<file path="config.mk">
export PLATFORM = sky130hd
export DESIGN_NAME = hopf_cpg_oscillator_step_unit
export DESIGN_NICKNAME = d
export VERILOG_FILES = /design/src/sv/hcpg_pkg.sv /design/src/sv/hopf_cpg_oscillator_step_unit.sv /design/src/sv/hcpg_mul.sv /design/src/sv/hcpg_core.sv
export SDC_FILE = /design/constraint.sdc
export NUM_CORES = 2
export LEC_CHECK = 0
export BUFFER_PORTS_ARGS = -buffer_cell sky130_fd_sc_hd__buf_2
export CORE_ASPECT_RATIO = 1.5
export CORE_UTILIZATION = 44
export CTS_BUF_LIST = sky130_fd_sc_hd__clkbuf_16
export DETAILED_ROUTE_END_ITERATION = 10
export SLEW_MARGIN = 20
export SYNTH_ARGS = -nofsm -noshare
export SYNTH_HDL_FRONTEND = slang
export SYNTH_HIERARCHICAL = 1
export SYNTH_SLANG_ARGS = --single-unit
</file>
<file path="constraint.sdc">
create_clock -name clk -period 10.6 [get_ports clk]
set_clock_uncertainty 0.05 [all_clocks]
set_input_delay 0.53 -clock clk [delete_from_list [all_inputs] [get_ports clk]]
set_output_delay 0.53 -clock clk [all_outputs]
set_load 0.02 [all_outputs]
</file>
<file path="src/sv/hcpg_pkg.sv">
// Shared types, constants and the sigmoid table of the Hopf pattern generator step unit.
package hcpg_pkg;

    // Fixed field widths and fixed-point formats.
    localparam int DW        = 32;
    localparam int FRAC_BITS = 16;
    localparam int DT_BITS   = 16;
    localparam int MU_W      = 31;
    localparam int SENSOR_W  = 2;

    // Sigmoid table geometry.
    localparam int SIG_N     = 256;
    localparam int SIG_IW    = $clog2(SIG_N);
    localparam int SIG_SHIFT = FRAC_BITS + 4 - SIG_IW;
    localparam int SW        = DT_BITS + 1;

    // Multiplier operand, product and shifted-product widths.
    localparam int OPW = DW + 1;
    localparam int PW  = 2 * OPW;
    localparam int RW  = DW + 2;

    // Stream payload widths, padded to whole bytes.
    localparam int IN_FIELDS_W  = DW + SENSOR_W + DW;
    localparam int IN_TDATA_W   = ((IN_FIELDS_W + 7) / 8) * 8;
    localparam int OUT_FIELDS_W = DW + DW + 2;
    localparam int OUT_TDATA_W  = ((OUT_FIELDS_W + 7) / 8) * 8;

    // Configuration register indexes.
    localparam int CFG_IW = 3;
    localparam logic [CFG_IW-1:0] REG_CONV_GAIN    = 3'd0;
    localparam logic [CFG_IW-1:0] REG_SHAPE_GAIN   = 3'd1;
    localparam logic [CFG_IW-1:0] REG_AMPLITUDE_SQ = 3'd2;
    localparam logic [CFG_IW-1:0] REG_STANCE_FREQ  = 3'd3;
    localparam logic [CFG_IW-1:0] REG_SWING_FREQ   = 3'd4;
    localparam logic [CFG_IW-1:0] REG_TIME_STEP    = 3'd5;

    // Sensor codes.
    localparam logic [SENSOR_W-1:0] SENSOR_HIT = 2'b01;

    // Feedback modes.
    typedef enum logic [1:0] {
        MODE_NONE = 2'd0,
        MODE_FAST = 2'd1,
        MODE_STOP = 2'd2
    } mode_t;

    typedef struct packed {
        logic signed [DW-1:0] conv_gain;
        logic signed [DW-1:0] shape_gain;
        logic [MU_W-1:0]      amplitude_sq;
        logic signed [DW-1:0] stance_freq;
        logic signed [DW-1:0] swing_freq;
        logic [DT_BITS-1:0]   time_step;
    } cfg_t;

    typedef struct packed {
        logic signed [DW-1:0] coupling_in;
        logic [SENSOR_W-1:0]  sensor_sign;
        logic                 override_x;
        logic signed [DW-1:0] measured_x;
    } in_t;

    typedef struct packed {
        logic signed [DW-1:0] pos_x;
        logic signed [DW-1:0] pos_y;
        mode_t                feedback_mode_out;
    } res_t;

    typedef struct packed {
        logic start;
        logic take;
    } core_ctl_t;

    typedef struct packed {
        logic idle;
        logic done;
    } core_sts_t;

    // Saturate a wide signed value to the signed data width.
    function automatic logic signed [DW-1:0] sat32(input logic signed [PW-1:0] v);
        logic signed [DW-1:0] res;
        if (v[PW-1:DW-1] == {(PW-DW+1){v[PW-1]}})
        begin
            res = v[DW-1:0];
        end
        else if (v[PW-1])
        begin
            res = {1'b1, {(DW-1){1'b0}}};
        end
        else
        begin
            res = {1'b0, {(DW-1){1'b1}}};
        end
        return res;
    endfunction

    localparam longint Q30_ONE           = 64'sd1073741824;
    localparam longint EXP_MINUS_ONE_Q30 = 64'sd395007542;

    // Shift-and-subtract division of non-negative values, only evaluated while
    // the table is built.
    function automatic longint long_div(input longint n, input longint d);
        longint q;
        longint r;
        q = 0;
        r = 0;
        for (int b = 62; b >= 0; b--)
        begin
            r = (r << 1) | ((n >>> b) & 64'sd1);
            if (r >= d)
            begin
                r = r - d;
                q = q | (64'sd1 << b);
            end
        end
        return q;
    endfunction

    // Logistic table entry k = sig((k - N/2) * 16 / N) in unsigned Q0.16.
    function automatic logic [SW-1:0] sig_entry(input int k);
        longint d;
        longint ad;
        longint num;
        longint whole;
        longint f;
        longint term;
        longint e;
        longint den;
        longint numer;
        d     = longint'(k) - longint'(SIG_N / 2);
        ad    = (d < 0) ? -d : d;
        num   = ad * 16;
        whole = num / SIG_N;
        f     = ((num & longint'(SIG_N - 1)) << 30) / SIG_N;
        term  = Q30_ONE;
        e     = Q30_ONE;
        // Taylor series of exp(-f) in Q30.
        for (int i = 1; i <= 16; i++)
        begin
            term = long_div((term * f) >>> 30, longint'(i));
            e    = ((i & 1) != 0) ? (e - term) : (e + term);
        end
        // Whole part as repeated multiplication by exp(-1).
        for (int i = 0; i < whole; i++)
        begin
            e = (e * EXP_MINUS_ONE_Q30) >>> 30;
        end
        den   = Q30_ONE + e;
        numer = (d >= 0) ? (Q30_ONE << 16) : (e << 16);
        return SW'(long_div(numer + (den >>> 1), den));
    endfunction

endpackage

</file>
<file path="src/sv/hopf_cpg_oscillator_step_unit.sv">
// Requests are taken one at a time: a new request is accepted only once the previous
// step has finished and its result has moved to the output register. The twelve dependent
// multiplies share one multiplier, each in a multiply state and then an accumulate state.
// A new request is taken while the previous result still waits in the output register.
// Reset clears x, y and the feedback mode to zero and loads the register defaults;
// the sigmoid table is constant and needs no clearing pass.
module hopf_cpg_oscillator_step_unit (
    input  logic                                 clk,
    input  logic                                 rst_n,
    input  logic                                 cfg_we,
    input  logic [hcpg_pkg::CFG_IW-1:0]          cfg_index,
    input  logic [hcpg_pkg::DW-1:0]              cfg_data,
    input  logic                                 s_axis_tvalid,
    output logic                                 s_axis_tready,
    // coupling_in [31:0], sensor_sign [33:32], measured_x [65:34], zero pad
    input  logic [hcpg_pkg::IN_TDATA_W-1:0]      s_axis_tdata,
    // override_x [0]
    input  logic                                 s_axis_tuser,
    output logic                                 m_axis_tvalid,
    input  logic                                 m_axis_tready,
    // pos_x [31:0], pos_y [63:32], feedback_mode_out [65:64], zero pad
    output logic [hcpg_pkg::OUT_TDATA_W-1:0]     m_axis_tdata
);

    localparam int DW = hcpg_pkg::DW;

    hcpg_pkg::cfg_t      cfg_reg, cfg_next;
    hcpg_pkg::in_t       item;
    hcpg_pkg::core_ctl_t ctl;
    hcpg_pkg::core_sts_t sts;
    hcpg_pkg::res_t      res;
    hcpg_pkg::res_t      out_reg, out_next;
    logic                m_valid_reg, m_valid_next;

    // Configuration register writes; unknown indexes are ignored.
    always_comb
    begin
        cfg_next = cfg_reg;
        if (cfg_we)
        begin
            case (cfg_index)
                hcpg_pkg::REG_CONV_GAIN:    cfg_next.conv_gain    = cfg_data;
                hcpg_pkg::REG_SHAPE_GAIN:   cfg_next.shape_gain   = cfg_data;
                hcpg_pkg::REG_AMPLITUDE_SQ: cfg_next.amplitude_sq = cfg_data[hcpg_pkg::MU_W-1:0];
                hcpg_pkg::REG_STANCE_FREQ:  cfg_next.stance_freq  = cfg_data;
                hcpg_pkg::REG_SWING_FREQ:   cfg_next.swing_freq   = cfg_data;
                hcpg_pkg::REG_TIME_STEP:    cfg_next.time_step    = cfg_data[hcpg_pkg::DT_BITS-1:0];
                default:                    cfg_next = cfg_reg;
            endcase
        end
    end

    // Unpack the input request.
    assign item.coupling_in = s_axis_tdata[DW-1:0];
    assign item.sensor_sign = s_axis_tdata[DW+hcpg_pkg::SENSOR_W-1:DW];
    assign item.measured_x  = s_axis_tdata[hcpg_pkg::IN_FIELDS_W-1:DW+hcpg_pkg::SENSOR_W];
    assign item.override_x  = s_axis_tuser;

    assign s_axis_tready = sts.idle;
    assign ctl.start     = s_axis_tvalid && sts.idle;
    assign ctl.take      = sts.done && (!m_valid_reg || m_axis_tready);

    hcpg_core u_core (
        .clk   (clk),
        .rst_n (rst_n),
        .cfg   (cfg_reg),
        .item  (item),
        .ctl   (ctl),
        .sts   (sts),
        .res   (res)
    );

    // Output register.
    always_comb
    begin
        out_next     = out_reg;
        m_valid_next = m_valid_reg;
        if (ctl.take)
        begin
            out_next     = res;
            m_valid_next = 1'b1;
        end
        else if (m_axis_tready)
        begin
            m_valid_next = 1'b0;
        end
    end

    always_ff @(posedge clk or negedge rst_n)
    begin
        if (!rst_n)
        begin
            cfg_reg.conv_gain    <= 32'sd65536;
            cfg_reg.shape_gain   <= 32'sd65536;
            cfg_reg.amplitude_sq <= 31'd65536;
            cfg_reg.stance_freq  <= 32'sd65536;
            cfg_reg.swing_freq   <= 32'sd65536;
            cfg_reg.time_step    <= 16'd655;
            m_valid_reg          <= 1'b0;
        end
        else
        begin
            cfg_reg     <= cfg_next;
            m_valid_reg <= m_valid_next;
        end
    end

    always_ff @(posedge clk)
    begin
        out_reg <= out_next;
    end

    assign m_axis_tvalid = m_valid_reg;
    assign m_axis_tdata  = hcpg_pkg::OUT_TDATA_W'({out_reg.feedback_mode_out,
                                                  out_reg.pos_y, out_reg.pos_x});

endmodule

</file>
<file path="src/sv/hcpg_mul.sv">
// Shared signed multiplier with registered product, floor shift and saturation.
module hcpg_mul (
    input  logic                          clk,
    input  logic signed [hcpg_pkg::OPW-1:0] op_a,
    input  logic signed [hcpg_pkg::OPW-1:0] op_b,
    input  logic                          q16,
    output logic signed [hcpg_pkg::RW-1:0]  prod_raw,
    output logic signed [hcpg_pkg::DW-1:0]  prod_sat
);

    logic signed [hcpg_pkg::PW-1:0] product_reg;
    logic                           q16_reg;
    logic signed [hcpg_pkg::PW-1:0] shifted;

    // Full product is registered before any use.
    always_ff @(posedge clk)
    begin
        product_reg <= op_a * op_b;
        q16_reg     <= q16;
    end

    // Arithmetic shift rounds toward minus infinity.
    always_comb
    begin
        if (q16_reg)
        begin
            shifted = product_reg >>> hcpg_pkg::DT_BITS;
        end
        else
        begin
            shifted = product_reg >>> hcpg_pkg::FRAC_BITS;
        end
    end

    assign prod_raw = shifted[hcpg_pkg::RW-1:0];
    assign prod_sat = hcpg_pkg::sat32(shifted);

endmodule

</file>
<file path="src/sv/hcpg_core.sv">
// Step sequencer: oscillator state, feedback machine and the multiply schedule.
module hcpg_core (
    input  logic                 clk,
    input  logic                 rst_n,
    input  hcpg_pkg::cfg_t       cfg,
    input  hcpg_pkg::in_t        item,
    input  hcpg_pkg::core_ctl_t  ctl,
    output hcpg_pkg::core_sts_t  sts,
    output hcpg_pkg::res_t       res
);

    typedef enum logic [3:0] {
        S_IDLE = 4'b0001,
        S_MUL  = 4'b0010,
        S_ACC  = 4'b0100,
        S_DONE = 4'b1000
    } state_t;

    typedef enum logic [3:0] {
        ST_XX, ST_YY, ST_Z, ST_W, ST_AE, ST_T1, ST_T2, ST_BE, ST_T3, ST_T4, ST_NX, ST_NY
    } step_t;

    localparam int DW  = hcpg_pkg::DW;
    localparam int PW  = hcpg_pkg::PW;
    localparam int OPW = hcpg_pkg::OPW;
    localparam int SW  = hcpg_pkg::SW;

    state_t                 state_reg, state_next;
    step_t                  step_reg, step_next;
    hcpg_pkg::mode_t        mode_reg, mode_next;
    logic signed [DW-1:0]   x_reg, x_next;
    logic signed [DW-1:0]   y_reg, y_next;
    logic signed [DW-1:0]   c_reg, c_next;
    logic signed [DW-1:0]   tmp_reg, tmp_next;
    logic signed [DW-1:0]   e_reg, e_next;
    logic signed [DW-1:0]   w_reg, w_next;
    logic signed [DW-1:0]   dx_reg, dx_next;
    logic signed [DW-1:0]   dy_reg, dy_next;
    logic [SW-1:0]          s_reg, s_next;

    logic signed [OPW-1:0]          op_a;
    logic signed [OPW-1:0]          op_b;
    logic                           q16;
    logic signed [hcpg_pkg::RW-1:0] prod_raw;
    logic signed [DW-1:0]           prod_sat;

    // Shared multiplier.
    hcpg_mul u_mul (
        .clk      (clk),
        .op_a     (op_a),
        .op_b     (op_b),
        .q16      (q16),
        .prod_raw (prod_raw),
        .prod_sat (prod_sat)
    );

    // Feedback machine inputs, using x after an optional override.
    logic signed [DW-1:0] x_start;
    logic                 sens_pos;
    logic                 sens_neg;
    logic                 phase_ok;
    hcpg_pkg::mode_t      mode_start;

    assign x_start  = item.override_x ? item.measured_x : x_reg;
    assign sens_pos = (item.sensor_sign == hcpg_pkg::SENSOR_HIT);
    assign sens_neg = item.sensor_sign[hcpg_pkg::SENSOR_W-1];
    assign phase_ok = y_reg[DW-1] && !x_start[DW-1] && (x_start != '0);

    always_comb
    begin
        mode_start = mode_reg;
        if (phase_ok && sens_pos && mode_reg == hcpg_pkg::MODE_NONE)
        begin
            mode_start = hcpg_pkg::MODE_FAST;
        end
        else if (phase_ok && sens_neg && mode_reg == hcpg_pkg::MODE_NONE)
        begin
            mode_start = hcpg_pkg::MODE_STOP;
        end
        else if ((sens_pos && mode_reg == hcpg_pkg::MODE_STOP) ||
                 (sens_neg && mode_reg == hcpg_pkg::MODE_FAST))
        begin
            mode_start = hcpg_pkg::MODE_NONE;
        end
    end

    // Operand selection for each step of the schedule.
    always_comb
    begin
        op_a = OPW'(x_reg);
        op_b = OPW'(x_reg);
        q16  = 1'b0;
        case (step_reg)
            ST_XX:
            begin
                op_a = OPW'(x_reg);
                op_b = OPW'(x_reg);
            end
            ST_YY:
            begin
                op_a = OPW'(y_reg);
                op_b = OPW'(y_reg);
            end
            ST_Z:
            begin
                op_a = OPW'(cfg.shape_gain);
                op_b = OPW'(y_reg);
            end
            ST_W:
            begin
                op_a = OPW'(cfg.stance_freq) - OPW'(cfg.swing_freq);
                op_b = $signed(OPW'(s_reg));
                q16  = 1'b1;
            end
            ST_AE:
            begin
                op_a = OPW'(cfg.conv_gain);
                op_b = OPW'(e_reg);
            end
            ST_T1:
            begin
                op_a = OPW'(tmp_reg);
                op_b = OPW'(x_reg);
            end
            ST_T2:
            begin
                op_a = OPW'(w_reg);
                op_b = OPW'(y_reg);
            end
            ST_BE:
            begin
                op_a = OPW'(cfg.shape_gain);
                op_b = OPW'(e_reg);
            end
            ST_T3:
            begin
                op_a = OPW'(tmp_reg);
                op_b = OPW'(y_reg);
            end
            ST_T4:
            begin
                op_a = OPW'(w_reg);
                op_b = OPW'(x_reg);
            end
            ST_NX:
            begin
                op_a = OPW'(dx_reg);
                op_b = $signed(OPW'(cfg.time_step));
                q16  = 1'b1;
            end
            ST_NY:
            begin
                op_a = OPW'(dy_reg);
                op_b = $signed(OPW'(cfg.time_step));
                q16  = 1'b1;
            end
            default:
            begin
                op_a = OPW'(x_reg);
                op_b = OPW'(x_reg);
            end
        endcase
    end

    // Constant logistic table, one entry per index.
    logic [SW-1:0] sig_rom [hcpg_pkg::SIG_N];

    for (genvar k = 0; k < hcpg_pkg::SIG_N; k++)
    begin : g_sig_rom
        localparam logic [SW-1:0] ENTRY = hcpg_pkg::sig_entry(k);
        assign sig_rom[k] = ENTRY;
    end

    // Post-multiply arithmetic: radius error, sigmoid index and sums.
    logic signed [DW-1:0]   r_sum;
    logic signed [DW-1:0]   e_val;
    logic signed [DW-1:0]   z_sh;
    logic signed [DW:0]     idx_full;
    logic [hcpg_pkg::SIG_IW-1:0] sig_idx;
    logic signed [DW-1:0]   dy_part;

    assign r_sum    = hcpg_pkg::sat32(PW'(tmp_reg) + PW'(prod_sat));
    assign e_val    = hcpg_pkg::sat32(PW'($signed({1'b0, cfg.amplitude_sq})) - PW'(r_sum));
    assign z_sh     = prod_sat >>> hcpg_pkg::SIG_SHIFT;
    assign idx_full = $signed({z_sh[DW-1], z_sh}) + $signed((DW+1)'(hcpg_pkg::SIG_N / 2));
    assign dy_part  = hcpg_pkg::sat32(PW'(dy_reg) + PW'(prod_sat));

    always_comb
    begin
        if (idx_full[DW])
        begin
            sig_idx = '0;
        end
        else if (idx_full > $signed((DW+1)'(hcpg_pkg::SIG_N - 1)))
        begin
            sig_idx = '1;
        end
        else
        begin
            sig_idx = idx_full[hcpg_pkg::SIG_IW-1:0];
        end
    end

    // Sequencer.
    always_comb
    begin
        state_next = state_reg;
        step_next  = step_reg;
        mode_next  = mode_reg;
        x_next     = x_reg;
        y_next     = y_reg;
        c_next     = c_reg;
        tmp_next   = tmp_reg;
        e_next     = e_reg;
        w_next     = w_reg;
        dx_next    = dx_reg;
        dy_next    = dy_reg;
        s_next     = s_reg;
        case (state_reg)
            S_IDLE:
            begin
                if (ctl.start)
                begin
                    x_next     = x_start;
                    c_next     = item.coupling_in;
                    mode_next  = mode_start;
                    step_next  = ST_XX;
                    state_next = S_MUL;
                end
            end
            S_MUL:
            begin
                state_next = S_ACC;
            end
            S_ACC:
            begin
                state_next = S_MUL;
                step_next  = step_t'(4'(step_reg + 4'd1));
                case (step_reg)
                    ST_XX: tmp_next = prod_sat;
                    ST_YY: e_next   = e_val;
                    ST_Z:  s_next   = sig_rom[sig_idx];
                    ST_W:  w_next   = hcpg_pkg::sat32(PW'(cfg.swing_freq) + PW'(prod_raw));
                    ST_AE: tmp_next = prod_sat;
                    ST_T1: dx_next  = prod_sat;
                    ST_T2: dx_next  = hcpg_pkg::sat32(PW'(dx_reg) - PW'(prod_sat));
                    ST_BE: tmp_next = prod_sat;
                    ST_T3: dy_next  = prod_sat;
                    ST_T4: dy_next  = hcpg_pkg::sat32(PW'(dy_part) + PW'(c_reg));
                    ST_NX: x_next   = hcpg_pkg::sat32(PW'(x_reg) + PW'(prod_raw));
                    ST_NY:
                    begin
                        y_next     = hcpg_pkg::sat32(PW'(y_reg) + PW'(prod_raw));
                        step_next  = ST_XX;
                        state_next = S_DONE;
                    end
                    default: tmp_next = tmp_reg;
                endcase
            end
            S_DONE:
            begin
                if (ctl.take)
                begin
                    state_next = S_IDLE;
                end
            end
            default:
            begin
                state_next = S_IDLE;
            end
        endcase
    end

    // Control and oscillator state.
    always_ff @(posedge clk or negedge rst_n)
    begin
        if (!rst_n)
        begin
            state_reg <= S_IDLE;
            step_reg  <= ST_XX;
            mode_reg  <= hcpg_pkg::MODE_NONE;
            x_reg     <= '0;
            y_reg     <= '0;
        end
        else
        begin
            state_reg <= state_next;
            step_reg  <= step_next;
            mode_reg  <= mode_next;
            x_reg     <= x_next;
            y_reg     <= y_next;
        end
    end

    // Intermediate values of the step.
    always_ff @(posedge clk)
    begin
        c_reg   <= c_next;
        tmp_reg <= tmp_next;
        e_reg   <= e_next;
        w_reg   <= w_next;
        dx_reg  <= dx_next;
        dy_reg  <= dy_next;
        s_reg   <= s_next;
    end

    assign sts.idle = (state_reg == S_IDLE);
    assign sts.done = (state_reg == S_DONE);

    assign res.pos_x             = x_reg;
    assign res.pos_y             = y_reg;
    assign res.feedback_mode_out = mode_reg;

`ifndef SYNTHESIS
    // A new request is only started while the sequencer is idle.
    a_start_idle: assert property (@(posedge clk) disable iff (!rst_n)
        ctl.start |-> state_reg == S_IDLE)
        else $error("step started while sequencer busy");

    // The last accumulate of the schedule ends the step.
    a_last_step: assert property (@(posedge clk) disable iff (!rst_n)
        (state_reg == S_ACC && step_reg == ST_NY) |=> state_reg == S_DONE)
        else $error("schedule did not end after the y update");

    // Fast mode can only fall back to none, never jump to stop.
    a_mode_fast: assert property (@(posedge clk) disable iff (!rst_n)
        mode_reg == hcpg_pkg::MODE_FAST |=> mode_reg != hcpg_pkg::MODE_STOP)
        else $error("feedback mode went from fast to stop");

    // A finished result holds until it is handed over.
    a_done_hold: assert property (@(posedge clk) disable iff (!rst_n)
        (state_reg == S_DONE && !ctl.take) |=>
            (state_reg == S_DONE && $stable(x_reg) && $stable(y_reg) && $stable(mode_reg)))
        else $error("result changed while waiting for hand-over");
`endif

endmodule

</file>
Word-level counts from Yosys, hierarchy flattened
Memory sizes are Yosys's and may differ from the RTL's. A register that Yosys moved wholly into a read port is not among the register bits. Cells that the tools add are included.

$add $sub $neg: 11. Multiply operators: 1. Order comparisons: 1. Equal/unequal tests: 35. Mux-type cells: 40. Bitwise logic cells: 1. Reduce and logical (&&, ||, !) cells: 48.

Operators by type and width (number): $mux W32 (21); $eq A34 B34 Y1 (8); $pmux W33 S8 (1); $pmux W32 S2 (3); $pmux W33 S4 (1); $add A32 B34 Y35 (3); $add A32 B32 Y33 (3); $sub A32 B32 Y33 (3); $mul A33 B33 Y66 (1); $gt A33 B9 Y1 const B (1); $reduce_and A2 Y1 (16); $reduce_bool A32 Y1 (1); $add A20 B9 Y21 const B (1); $eq A4 B3 Y1 const B (5); $eq A4 B4 Y1 const B (5); $mux W4 (5); $eq A18 B18 Y1 (1); $mux W8 (2); $pmux W4 S4 (1); $eq A4 B2 Y1 const B (3); $logic_and A1 B1 Y1 (10); $reduce_or A2 Y1 (5); $not A8 Y9 (1); $eq A4 B1 Y1 const B (2); other kinds (21) (34).

Flip-flop bits (word level): 574. Memory bits (read-only): 4352. Output and inout bits: 74. Word-level logic and storage cells: 160. Memories: 1.

Memory list: (name not given) (depth 256, bits a word 17, read ports 1, clocked after memory_dff 1, write ports 0, line hcpg_core.sv:242) `ST_Z: s_next = sig_rom[sig_idx];`.

Depth between registers and ports, before layout
Word-level depth: 9. Gate-level depth with buffers: 44. Mapped depth without buffers: 43.

Cells and area by module
The synthesis kept the hierarchy.

By module, submodules not included: hcpg_mul (times used 1, cells an instance 4302, area each 40008.4 sq um); hcpg_core (times used 1, cells an instance 4120, area each 32616.3 sq um); hopf_cpg_oscillator_step_unit (times used 1, cells an instance 453, area each 8851.0 sq um).

Least setup slack after synthesis
Ideal clock, no wire load.

Kind: reg-to-reg. Start point: register cfg_reg[48] in the netlist's numbering. End point: register u_core/u_mul/product_reg[62] in the netlist's numbering. Data arrival time: 10.107 ns. Required time: 10.478 ns. Setup slack: 0.371 ns. Cell stages (with the launch flop): 43. Cells stage by stage: dfrtp_1 > inv_1 > ha_1 > inv_1 > fa_1 > a21o_1 > a21oi_1 > nor2_1 > o21ai_1 > o21ai_0 > a31oi_1 > o211ai_1 > a31oi_1 > nor2_1 > o21ai_0 > nand3_1 > nand3_1 > clkbuf_1 > (+7 left out) > inv_1 > fa_1 > inv_1 > fa_1 > fa_1 > fa_1 > inv_1 > fa_1 > inv_1 > ha_1 > a21oi_1 > o21ai_1 > or3_1 > o21ai_0 > a21oi_2 > o41a_1 > a21oi_2 > xnor2_1.

Longest elaborated chain between the ends: 3.

RTL lines: start, declared (line hopf_cpg_oscillator_step_unit.sv:27) `hcpg_pkg::cfg_t cfg_reg, cfg_next;`; start signal, assigned (line hopf_cpg_oscillator_step_unit.sv:103) `cfg_reg <= cfg_next;`; $sub A32 B32 Y33 (line hcpg_core.sv:111) `op_a = OPW'(cfg.stance_freq) - OPW'(cfg.swing_freq);`; $pmux W33 S8 (line hcpg_core.sv:93) `case (step_reg)`; via u_core.op_a[32] (line hcpg_core.sv:41) `logic signed [OPW-1:0] op_a;`; $mul A33 B33 Y66 (line hcpg_mul.sv:18) `product_reg <= op_a * op_b;`; end signal, assigned (line hcpg_mul.sv:18); end, declared (line hcpg_mul.sv:11) `logic signed [hcpg_pkg::PW-1:0] product_reg;`.

The timed path passes the listed nets, and every way through them passes these cells. A chain may end at the register's enable or synchronous reset.

Final worst setup path
Start point: register cfg_reg[16] in the netlist's numbering. End point: register u_core/u_mul/product_reg[62] in the netlist's numbering.

The elaborated chain is that of the path after synthesis.

==> impl_metrics.ini <==
[synth]
yosys.cell_count.top_type = inv_1
post_synth_fa_ha_maj_area_fraction_pct = 36.9
synth.mux.area_fraction_pct = 2.84
synth_enable_flop_cells = 274
synth_top_family_by_area = adder cells
synthesis.instances = 8875
synth_area_leader_cell = fa_1
netlist_top_cells_area = fa_1 (28%), edfxtp_1 (10%), ha_1 (8.2%)
synth_compound_gate_area_share_pct = 15.1
seq_area_frac_synth_pct = 19.0
synth-xor-area-share_pct = 3.26
syn-mean-instance-area_um2 = 9.18
synth-warning-count = 6
yosys.cell_types.count = 107
postSynth.asyncResetShare_pct = 43.6
synth_flop_cell = edfxtp_1
post_synth_most_frequent_cells = inv_1 (1338), fa_1 (1153), nand2_1 (955), and2_1 (575)
post-synth-top-area-fraction_pct = 28.3
ys_ff_latch = 574
synthSimpleGateAreaFrac_pct = 14.1
syn_area_mm2 = 0.0815

[timing]
min_period_ns = 10.32
period_share_pct = 97.4
fmax_mhz = 96.9
maxSlewHeadroom_pct = 22.0
final.setup.worst_slack_ns = 0.276
slew_viol_final = 0
hold_viol = 0
tightest_slew_ns = 1.16
setup_viol = 0

[clocking]
cts-buffers-inserted = 73
cell_chosen_for_the_clock_root = clkbuf_16
clk_path_buf_depth = 3
total_number_of_h_tree_levels = 3
cts_tree = built
clkSinkCount = 574
insertion_delay_ns = 0.71
clk_pin_slew_worst_paths_ns = 0.07

[setup_path]
critPathRequiredTime_ns = 11.18
critical_path.max_fanout = 9
category_of_the_most_critical_setup_path = register to register
cpMaxStageDelayCell = fa_2
crit_path_start_kind = register
max_stage_delay_ns = 0.70
crit_top_cell = fa_1
critPathArrivalTime_ns = 10.91
critical_path.endpoint_type = register

[grt]
antenna_violations_before_repair = 34
use_met1_pct = 36.9
layer_with_the_highest_usage = met2
gr-usage-met3_pct = 4.47
grtUsageTotal_pct = 31.4
grt_overflow = 0
first_global_vias = 71600
grt_start_max_net_pins = 84
met2_usage_pct = 55.4
global_route_wire_length_before_repair_um = 441000

[place]
pre_cts_slack_ns = -0.338
buffer_ports.inserted = 174
gp_congestion = 1.01
final_hpwl_from_detailed_placement_um = 236000

[die]
io_pins = 187
die_y_um = 529
placementRows = 193
initial_core_util_pct = 44.3
std_cell_core_area_mm2 = 0.184
die_area_mm2 = 0.187
floorplan.die.width_um = 353

[status]
status = complete, no violations

[detailed_routing]
number_of_vias_after_detailed_routing = 68400
first_pass_iters = 7
detail_route.wl_per_cell_um = 25.3
avgViaCountPerCell = 5.88
route.antenna.remaining_nets = 0
drt-initial-drc-count = 5528
totalWireLength_um = 294000
remaining_routing_drc_violations = 0

[job]
max_cap_viol_count = 0

[cells_and_area]
post_synthesis_to_final_layout_area_growth_pct = 12.1
finish.utilization_pct = 49.6
final_net_count = 10900
largest_reg_flops = 175
final_layout_size_suffix_gt1_share_pct = 12.2

[hold_path]
worst_hold_class = input pin to register
-- metal layers --
layer  vias to the layer above  share of wire (%)
met5                         -               0.11
met3                       880                6.5
met1                     34900                 37
met2                      2672                 50
li1                      29900                  -
met4                        50                6.0
-- worst max-delay path: cells and delay by family, from the launching register on --
| family | cells | cell delay [ns] |
|---|---|---|
| compound gates | 16 | 2.68 |
| flops | 1 | 0.38 |
| fa+ha+maj | 11 | 5.01 |
| simple gates | 6 | 0.97 |
| xor+xnor | 1 | 0.13 |
| buf+inv | 10 | 1.04 |
-- metrics by stage --
step,instances,TNS [ns],hold slack [ns],area [um^2]
5_1_grt,11600,-0.104,0.0345,91300
3_5_place_dp,11500,-2.78,0.433,87900
6_report,11600,0,0.0173,91300
3_3_place_gp,11500,-1.41,0.431,87900
4_1_cts,11600,0,0.00773,90800
2_1_floorplan,8880,0,0.184,81500
-- timing repair --
action,CTS,global route
resized for setup,17,86
hold buffers,32,0
setup buffers,1,10
gates cloned,1,2
endpoints found under the hold margin,110,0
endpoints found under the setup margin,41,63
pin swaps,3,39
-- placed cells by master, fill, tap and decap left out, types with 53 or more instances in the layout --
master,instances
inv_1,1339
fa_1,1148
nand2_1,948
and2_1,571
ha_1,527
a21oi_1,524
buf_4,390
nor2_1,280
o21ai_0,280
edfxtp_1,274
dfrtp_1,238
xnor2_1,200
a21o_1,193
buf_2,174
mux2_2,131
nand3_1,120
o21ai_1,112
xor2_1,101
nor3_1,81
clkbuf_16,80
a22oi_1,75
nand2b_1,73
buf_12,63
o22ai_1,54
o21bai_1,53
-- path summary, 6_finish.rpt --
path	start	to	slack [ns]	cells past startpoint
min	s_axis_tdata[2]	u_core/c_reg[2]	0.02	1
max reg2reg	cfg_reg[16]	u_core/u_mul/product_reg[62]	0.28	44
max	cfg_reg[16]	u_core/u_mul/product_reg[62]	0.28	44
max in group asynchronous	rst_n	cfg_reg[122]	8.01	4
min in group asynchronous	rst_n	cfg_reg[8]	0.40	2
min reg2reg	cfg_reg[84]	cfg_reg[84]	0.45	1
-- final cells by class --
class	instances	area (um^2)
fillers	17300	92700
clock buffers	78	1950
well taps	2437	3050
inverters	1342	5040
flip-flops and latches	574	15500
multi-input cells	6476	59600
clock inverters	58	572
diodes	5	12.5
repair buffers	672	5580
-- kinds of logic after synthesis --
logic type	Yosys count
AO/OA/AOI/OAI	1903
XOR/XNOR	303
adder cells (fa/ha/maj)	1718
buffers and inverters	1830
flip-flops	574
multiplexers	194
other	1
AND/OR/NAND/NOR	2352
Power is left out: the tool's default activity adds up to more than one toggle a clock period on the data nets, which glitch-free logic cannot reach.
